$ cat src/design/fqkr_pkg.sv
`default_nettype none
package fqkr_pkg;
  typedef enum logic [1:0] {
    ACT_PUSH     = 2'd0,
    ACT_POP      = 2'd1,
    ACT_DEL_NAME = 2'd2,
    ACT_DEL_PID  = 2'd3
  } action_t;

  typedef enum logic [1:0] {
    ST_OK      = 2'd0,
    ST_NONE    = 2'd1,
    ST_FULL    = 2'd2,
    ST_UNUSED  = 2'd3
  } status_t;

  typedef enum logic [2:0] {
    S_IDLE,
    S_SCAN,
    S_CHECK,
    S_SHIFT_RD,
    S_SHIFT_WR,
    S_OUT
  } state_t;

  typedef struct packed {
    logic [63:0] name;
    logic [7:0]  prio;
    logic [21:0] pid;
    logic [19:0] run;
  } rec_t;

  localparam int REC_W = 114;
endpackage
`default_nettype wire

$ cat src/design/fifo_queue_with_keyed_removal_core.sv
// channel | dir | tdata fields (low bit up)                          | tuser
// in_     | in  | action[1:0] name[65:2] prio[73:66] pid[95:74] run[115:96] | -
// out_    | out | status[1:0] name[65:2] prio[74:66] pid[97:75] run[118:98] | -
// Push: write in S_SHIFT_WR, then S_OUT; when the queue is full, straight to S_OUT.
// Pop/delete: S_SCAN and S_CHECK compare each entry; S_SHIFT_RD and S_SHIFT_WR
// move each later entry up, then S_OUT closes; via one read and one write port.
// Reset clears the control state and occupancy; record memory holds no reset value.
// A result waits in the output register; the next item is taken once it has gone.
`default_nettype none
module fifo_queue_with_keyed_removal_core #(
  parameter int QUEUE_DEPTH = 16
) (
  input  wire logic         clk,
  input  wire logic         rst_n,
  input  wire logic         in_tvalid,
  output logic              in_tready,
  input  wire logic [119:0] in_tdata,   // action, key_name, priority, pid, runtime
  output logic              out_tvalid,
  input  wire logic         out_tready,
  output logic [119:0]      out_tdata   // status, name, priority, pid, runtime
);
  import fqkr_pkg::*;

  localparam int AW = (QUEUE_DEPTH > 1) ? $clog2(QUEUE_DEPTH) : 1;
  localparam int CW = $clog2(QUEUE_DEPTH + 1);

  rec_t mem [QUEUE_DEPTH];
  rec_t rd_q;
  logic [AW-1:0] rd_addr, wr_addr;
  logic          we;
  rec_t          wr_data;

  always_ff @(posedge clk) begin
    if (we) begin
      mem[wr_addr] <= wr_data;
    end
    rd_q <= mem[rd_addr];
  end

  state_t state_r, state_nxt;
  logic [CW-1:0] occ_r, occ_nxt, idx_r, idx_nxt;
  action_t act_r, act_nxt;
  rec_t key_r, key_nxt, res_r, res_nxt;
  status_t st_r, st_nxt;
  logic ov_r, ov_nxt;
  logic hit;

  always_ff @(posedge clk) begin
    if (!rst_n) begin
      state_r <= S_IDLE;
      occ_r   <= '0;
      ov_r    <= 1'b0;
    end else begin
      state_r <= state_nxt;
      occ_r   <= occ_nxt;
      ov_r    <= ov_nxt;
    end
    idx_r <= idx_nxt;
    act_r <= act_nxt;
    key_r <= key_nxt;
    res_r <= res_nxt;
    st_r  <= st_nxt;
  end

  assign hit = (act_r == ACT_POP) ||
               ((act_r == ACT_DEL_NAME) && (rd_q.name == key_r.name)) ||
               ((act_r == ACT_DEL_PID) && (rd_q.pid == key_r.pid));

  always_comb begin
    state_nxt = state_r;
    occ_nxt   = occ_r;
    idx_nxt   = idx_r;
    act_nxt   = act_r;
    key_nxt   = key_r;
    res_nxt   = res_r;
    st_nxt    = st_r;
    ov_nxt    = ov_r;
    in_tready = 1'b0;
    we        = 1'b0;
    wr_addr   = idx_r[AW-1:0];
    wr_data   = key_r;
    rd_addr   = idx_r[AW-1:0];
    unique case (state_r)
      S_IDLE: begin
        in_tready = !ov_r;
        if (in_tvalid && !ov_r) begin
          act_nxt = action_t'(in_tdata[1:0]);
          key_nxt = '{name: in_tdata[65:2], prio: in_tdata[73:66],
                      pid: in_tdata[95:74], run: in_tdata[115:96]};
          idx_nxt = '0;
          if (action_t'(in_tdata[1:0]) == ACT_PUSH) begin
            state_nxt = S_OUT;
            if (occ_r == CW'(QUEUE_DEPTH)) begin
              st_nxt = ST_FULL;
            end else begin
              st_nxt  = ST_OK;
              idx_nxt = occ_r;
              state_nxt = S_SHIFT_WR;
            end
          end else begin
            state_nxt = S_SCAN;
          end
        end
      end
      S_SCAN: begin
        if (idx_r >= occ_r) begin
          st_nxt    = ST_NONE;
          state_nxt = S_OUT;
        end else begin
          state_nxt = S_CHECK;
        end
      end
      S_CHECK: begin
        if (hit) begin
          res_nxt   = rd_q;
          st_nxt    = ST_OK;
          state_nxt = S_SHIFT_RD;
        end else begin
          idx_nxt   = idx_r + 1'b1;
          state_nxt = S_SCAN;
        end
      end
      S_SHIFT_RD: begin
        if (idx_r + 1'b1 >= occ_r) begin
          occ_nxt   = occ_r - 1'b1;
          state_nxt = S_OUT;
        end else begin
          rd_addr   = AW'(idx_r + 1'b1);
          state_nxt = S_SHIFT_WR;
        end
      end
      S_SHIFT_WR: begin
        we = 1'b1;
        if (act_r == ACT_PUSH) begin
          occ_nxt   = occ_r + 1'b1;
          state_nxt = S_OUT;
        end else begin
          wr_data   = rd_q;
          idx_nxt   = idx_r + 1'b1;
          state_nxt = S_SHIFT_RD;
        end
      end
      S_OUT: begin
        ov_nxt    = 1'b1;
        state_nxt = S_IDLE;
      end
      default: state_nxt = S_IDLE;
    endcase
    if (ov_r && out_tready) begin
      ov_nxt = 1'b0;
    end
  end

  logic none;
  assign none = (st_r != ST_OK) || (act_r == ACT_PUSH);
  assign out_tvalid = ov_r;
  assign out_tdata = {1'b0,
                      none ? 21'h1FFFFF : {1'b0, res_r.run},
                      none ? 23'h7FFFFF : {1'b0, res_r.pid},
                      none ? 9'h1FF : {1'b0, res_r.prio},
                      none ? 64'd0 : res_r.name,
                      st_r};

  a_occ: assert property (@(posedge clk) disable iff (!rst_n)
    occ_r <= CW'(QUEUE_DEPTH)) else $error("occupancy overflow");
  a_busy: assert property (@(posedge clk) disable iff (!rst_n)
    (state_r != S_IDLE) |-> !in_tready) else $error("accept while busy");
  a_full: assert property (@(posedge clk) disable iff (!rst_n)
    (state_r == S_SHIFT_WR && act_r == ACT_PUSH) |-> (occ_r < CW'(QUEUE_DEPTH)))
    else $error("push into full queue");
endmodule
`default_nettype wire
$ cat config.mk
export PLATFORM = sky130hd
export DESIGN_NAME = fifo_queue_with_keyed_removal_core
export DESIGN_NICKNAME = d
export VERILOG_FILES = /design/src/design/fqkr_pkg.sv /design/src/design/fifo_queue_with_keyed_removal_core.sv
export SDC_FILE = /design/constraint.sdc
export NUM_CORES = 2
export LEC_CHECK = 0
export BUFFER_PORTS_ARGS = -buffer_cell sky130_fd_sc_hd__clkbuf_2
export CAP_MARGIN = 20
export CORE_AREA = 2 2 531 428
export CTS_CLUSTER_DIAMETER = 120
export DETAILED_ROUTE_END_ITERATION = 12
export DIE_AREA = 0 0 533 430
export GPL_TIMING_DRIVEN = 0
export PLACE_DENSITY = 0.62
export SYNTH_ARGS = -nofsm -noshare
export SYNTH_HDL_FRONTEND = slang
export SYNTH_SLANG_ARGS = --single-unit
export TNS_END_PERCENT = 10
$ cat constraint.sdc
create_clock -name clk -period 15.9 [get_ports clk]
set_input_delay 1.59 -clock clk [delete_from_list [all_inputs] [get_ports clk]]
set_output_delay 1.59 -clock clk [all_outputs]
set_load 0.005 [all_outputs]
==> run metrics <==
Initial Util=about 45%; first-pass GRT wire length=around 440,000 um; hold_buf cts=0; wirelength, routed=about 310,000 um; Final Instance Count excl. Fillers=about 10,000; Port Buf Inserts=240; clock tree sinks=approximately 2,200; final setup vio count=0; Max stage delay on crit path=about 0.90 ns; area growth from synthesis to layout=14.7%; CP top delay family=buffers and inverters; Vias/cell=approximately 6.1; Tcrit/Tclk final=between 40% and 50%; number of global-route vias before repair=~61,000; antenna violations before repair=24; Peak supply drop=0.000163 V; Nets=6,997; vias after detailed routing=61,561; YS warnings=0; CTS Buffer Depth=4; worst hold path type=flip-flop to flip-flop; Req. time, crit path=~17 ns; placed wire-length estimate=219,000 um; capturing point of the worst reg2reg path=rd_q[90]; Static Leak=~40 nW; worst r2r src=idx_r[0]; total CTS buffers=between 200 and 250; Iteration-0 DRC Markers=7,218; Root Buffer=clkbuf_16; largest net degree at the start of global routing=62; RSZ-0062 raised after global routing=false; worst reg2reg path depth=16; Critical Path Slowest Stage Cell=a21oi_2; Seq/Total Area, Yosys=~64%; minimum hold slack=0.426 ns; antenna-violating nets left=0; Synth top area share=just over 60%; max-slew violation count=0; Synth Instances=roughly 6,300; DRC violations left=0; Top cell by count, worst path=buf_2; dpl cells=~9,600; minimum clock period=roughly 7.3 ns; Setup crit end=rd_q[90]; Synth Cell Area=100,000 um2; CTS tree=done; fmax=between 100 and 150 MHz; DIE AREA=between 200,000 and 250,000 um2; Worst-Margin Slew=about 1.3 ns; maxcap violations=0; CP arrival=7.95 ns; synth top area cells=edfxtp_1, mux2i_1, mux4_2; die width=between 500 and 600 um; Crit Path Max Fanout=12; Worst R2R Setup Slack=8.57 ns; CTS H-tree lvls=4; post-synth top area cell=edfxtp_1; Critical Path End Type=flip-flop; Die H=roughly 430 um; crit-path cells=buf_2 -> buf_2 -> clkinv_1 -> clkbuf_2 -> buf_12 -> clkbuf_1 -> ha_1 -> ha_1 -> nand2_1 -> o21ai_2 -> a21oi_2 -> buf_2 -> a21oi_2 -> clkbuf_2 -> clkbuf_1 -> o211ai_1; Final Hold Viols=0; worst skew pair latency=around 0.90 ns; post-CTS setup buffers=0; row cnt=around 160; TritonRoute pass-1 iters=6; # resized after CTS=0; Post-Syn Nets=between 6,000 and 7,000; Worst Skew=approximately 0.055 ns; syn_area_per_cell=16.0 um2; DR WL/cell=between 30 and 40 um; All-Layer GR Usage=26.8%; total gr overflow=0; crit path from=idx_r[0]; Netlist cell types=58; asr flop ratio synth=0%; io pins=roughly 250; CP bufs+invs=9; status=completed; Post-synth top flop=edfxtp_1; Slew headroom=a little over a tenth; Post-synth EDFFs=between 2,000 and 2,500; fill count=around 18,000; critical path type=flip-flop to flip-flop; #FFs+latches synth=~2,200; crit start category=flip-flop; Worst-path clk slew=approximately 0.06 ns; Cell Pwr Density=~180 nW/um2; GP Congestion=0.868; post-layout power=between 20 and 25 mW; share of cells above drive strength 1=roughly a fifth; core area=roughly 220,000 um2; Critical Path Stages=16
-- metrics by stage --
stage	utilization, %	TNS [ns]	worst slack (ns)	area, um2
floorplan	-	0	8.79	100000
finish	51.3	0	8.57	115000
global placement	46.9	-108.50	-0.497	105000
detailed placement	48.0	0	8.79	108000
global route	51.3	0	8.55	115000
CTS	51.3	0	8.76	115000
-- cells in the mapped netlist, drive strengths merged (2+ instances only) --
cell	instances
edfxtp	2061
mux2i	1254
nand2	481
mux4	452
a21oi	360
clkbuf	251
buf	190
nor2	145
nor2b	129
dfxtp	123
a211oi	116
o211ai	115
a31oi	113
mux2	108
and2	69
nand2b	60
xnor2	42
xor2	33
inv	30
o21ai	20
ha	17
nand4	13
nor4	13
nand3	12
nor3	9
a21o	8
o22ai	7
o311ai	5
or3	5
a2111o	4
a22o	2
a22oi	2
and3	2
o2bb2ai	2
o31ai	2
or4	2
-- cell usage in the layout (no fill, tap or decap), types with 13 or more instances in the layout --
cell       count
nor2_1       128
clkinv_1      26
buf_1         33
clkbuf_2     244
clkbuf_16    226
buf_12        70
ha_1          17
dfxtp_1      123
inv_1         28
and2_1        69
nor2b_1      128
o211ai_1     115
buf_6         21
mux2i_1     1253
clkinv_2      47
mux4_2       452
clkbuf_1     293
nand4_1       13
buf_4         28
nand2_1      481
mux2_2       108
nand2b_1      60
clkbuf_8      23
buf_16        26
edfxtp_1    2061
a211oi_1     116
a31oi_1      113
nor2_4        17
buf_2        124
bufinv_16     21
nor4_1        13
xor2_1        33
xnor2_1       42
a21oi_1      358
-- area by class of cell --
type | instances | area (um2) | area share (%)
Sequential cell | 2184 | 64400 | 55.9
Multi-Input combinational cell | 3615 | 34000 | 29.5
Clock buffer | 294 | 6130 | 5.33
Tap cell | 3002 | 3760 | 3.26
Timing Repair Buffer | 357 | 3530 | 3.07
Buffer | 441 | 2000 | 1.74
Clock inverter | 118 | 1180 | 1.03
Inverter | 31 | 121 | 0.105
Antenna cell | 8 | 20.0 | 0.0174
-- cell families (layout without fill, tap and decap cells) --
logic type	Yosys count	after routing	synth area share [%]
AO/OA/AOI/OAI	764	764	4.67
XOR/XNOR	75	75	0.655
adder cells (fa/ha/maj)	18	18	0.232
buffers and inverters	472	1241	2.10
flip-flops	2184	2184	64.2
multiplexers	1814	1814	23.9
other	1	9	0.00374
AND/OR/NAND/NOR	943	943	4.32
-- power by group --
part / switching (mW) / total [mW] / internal [mW]
clock network: 2.27 / 5.32 / 3.05
logic: 4.58 / 7.44 / 2.86
registers: 0.367 / 7.48 / 7.11
-- worst min-delay path by stage --
stage	startpoint	endpoint	cells past startpoint
after floorplan	rd_q[0]	res_r[0]	0
after global placement	rd_q[3]	res_r[3]	0
after detailed placement	rd_q[12]	res_r[12]	0
after CTS	rd_q[7]	res_r[7]	0
after global routing	rd_q[3]	res_r[3]	0
final	rd_q[15]	res_r[15]	0
-- flip-flops by register name (all words and copies together), names as in the netlist --
name        flops
idx_r           5
rd_q          114
act_r           2
state_r         3
key_r         114
res_r         114
out_tvalid      1
occ_r           5
st_r            2
mem          1824
-- per-layer routing --
layer | share of wire [%] | track usage [%] | wire length, um | vias to the layer above
met5 | 0.022 | 0 | 69 | -
met4 | 5.2 | 12.6 | 16400 | 10
met3 | 9.2 | 5.35 | 28900 | 610
met2 | 45 | 41.1 | 142000 | 3127
met1 | 40 | 36.9 | 126000 | 31832
li1 | - | - | - | 25982
Note: power is estimated with default switching activity, not from simulation.
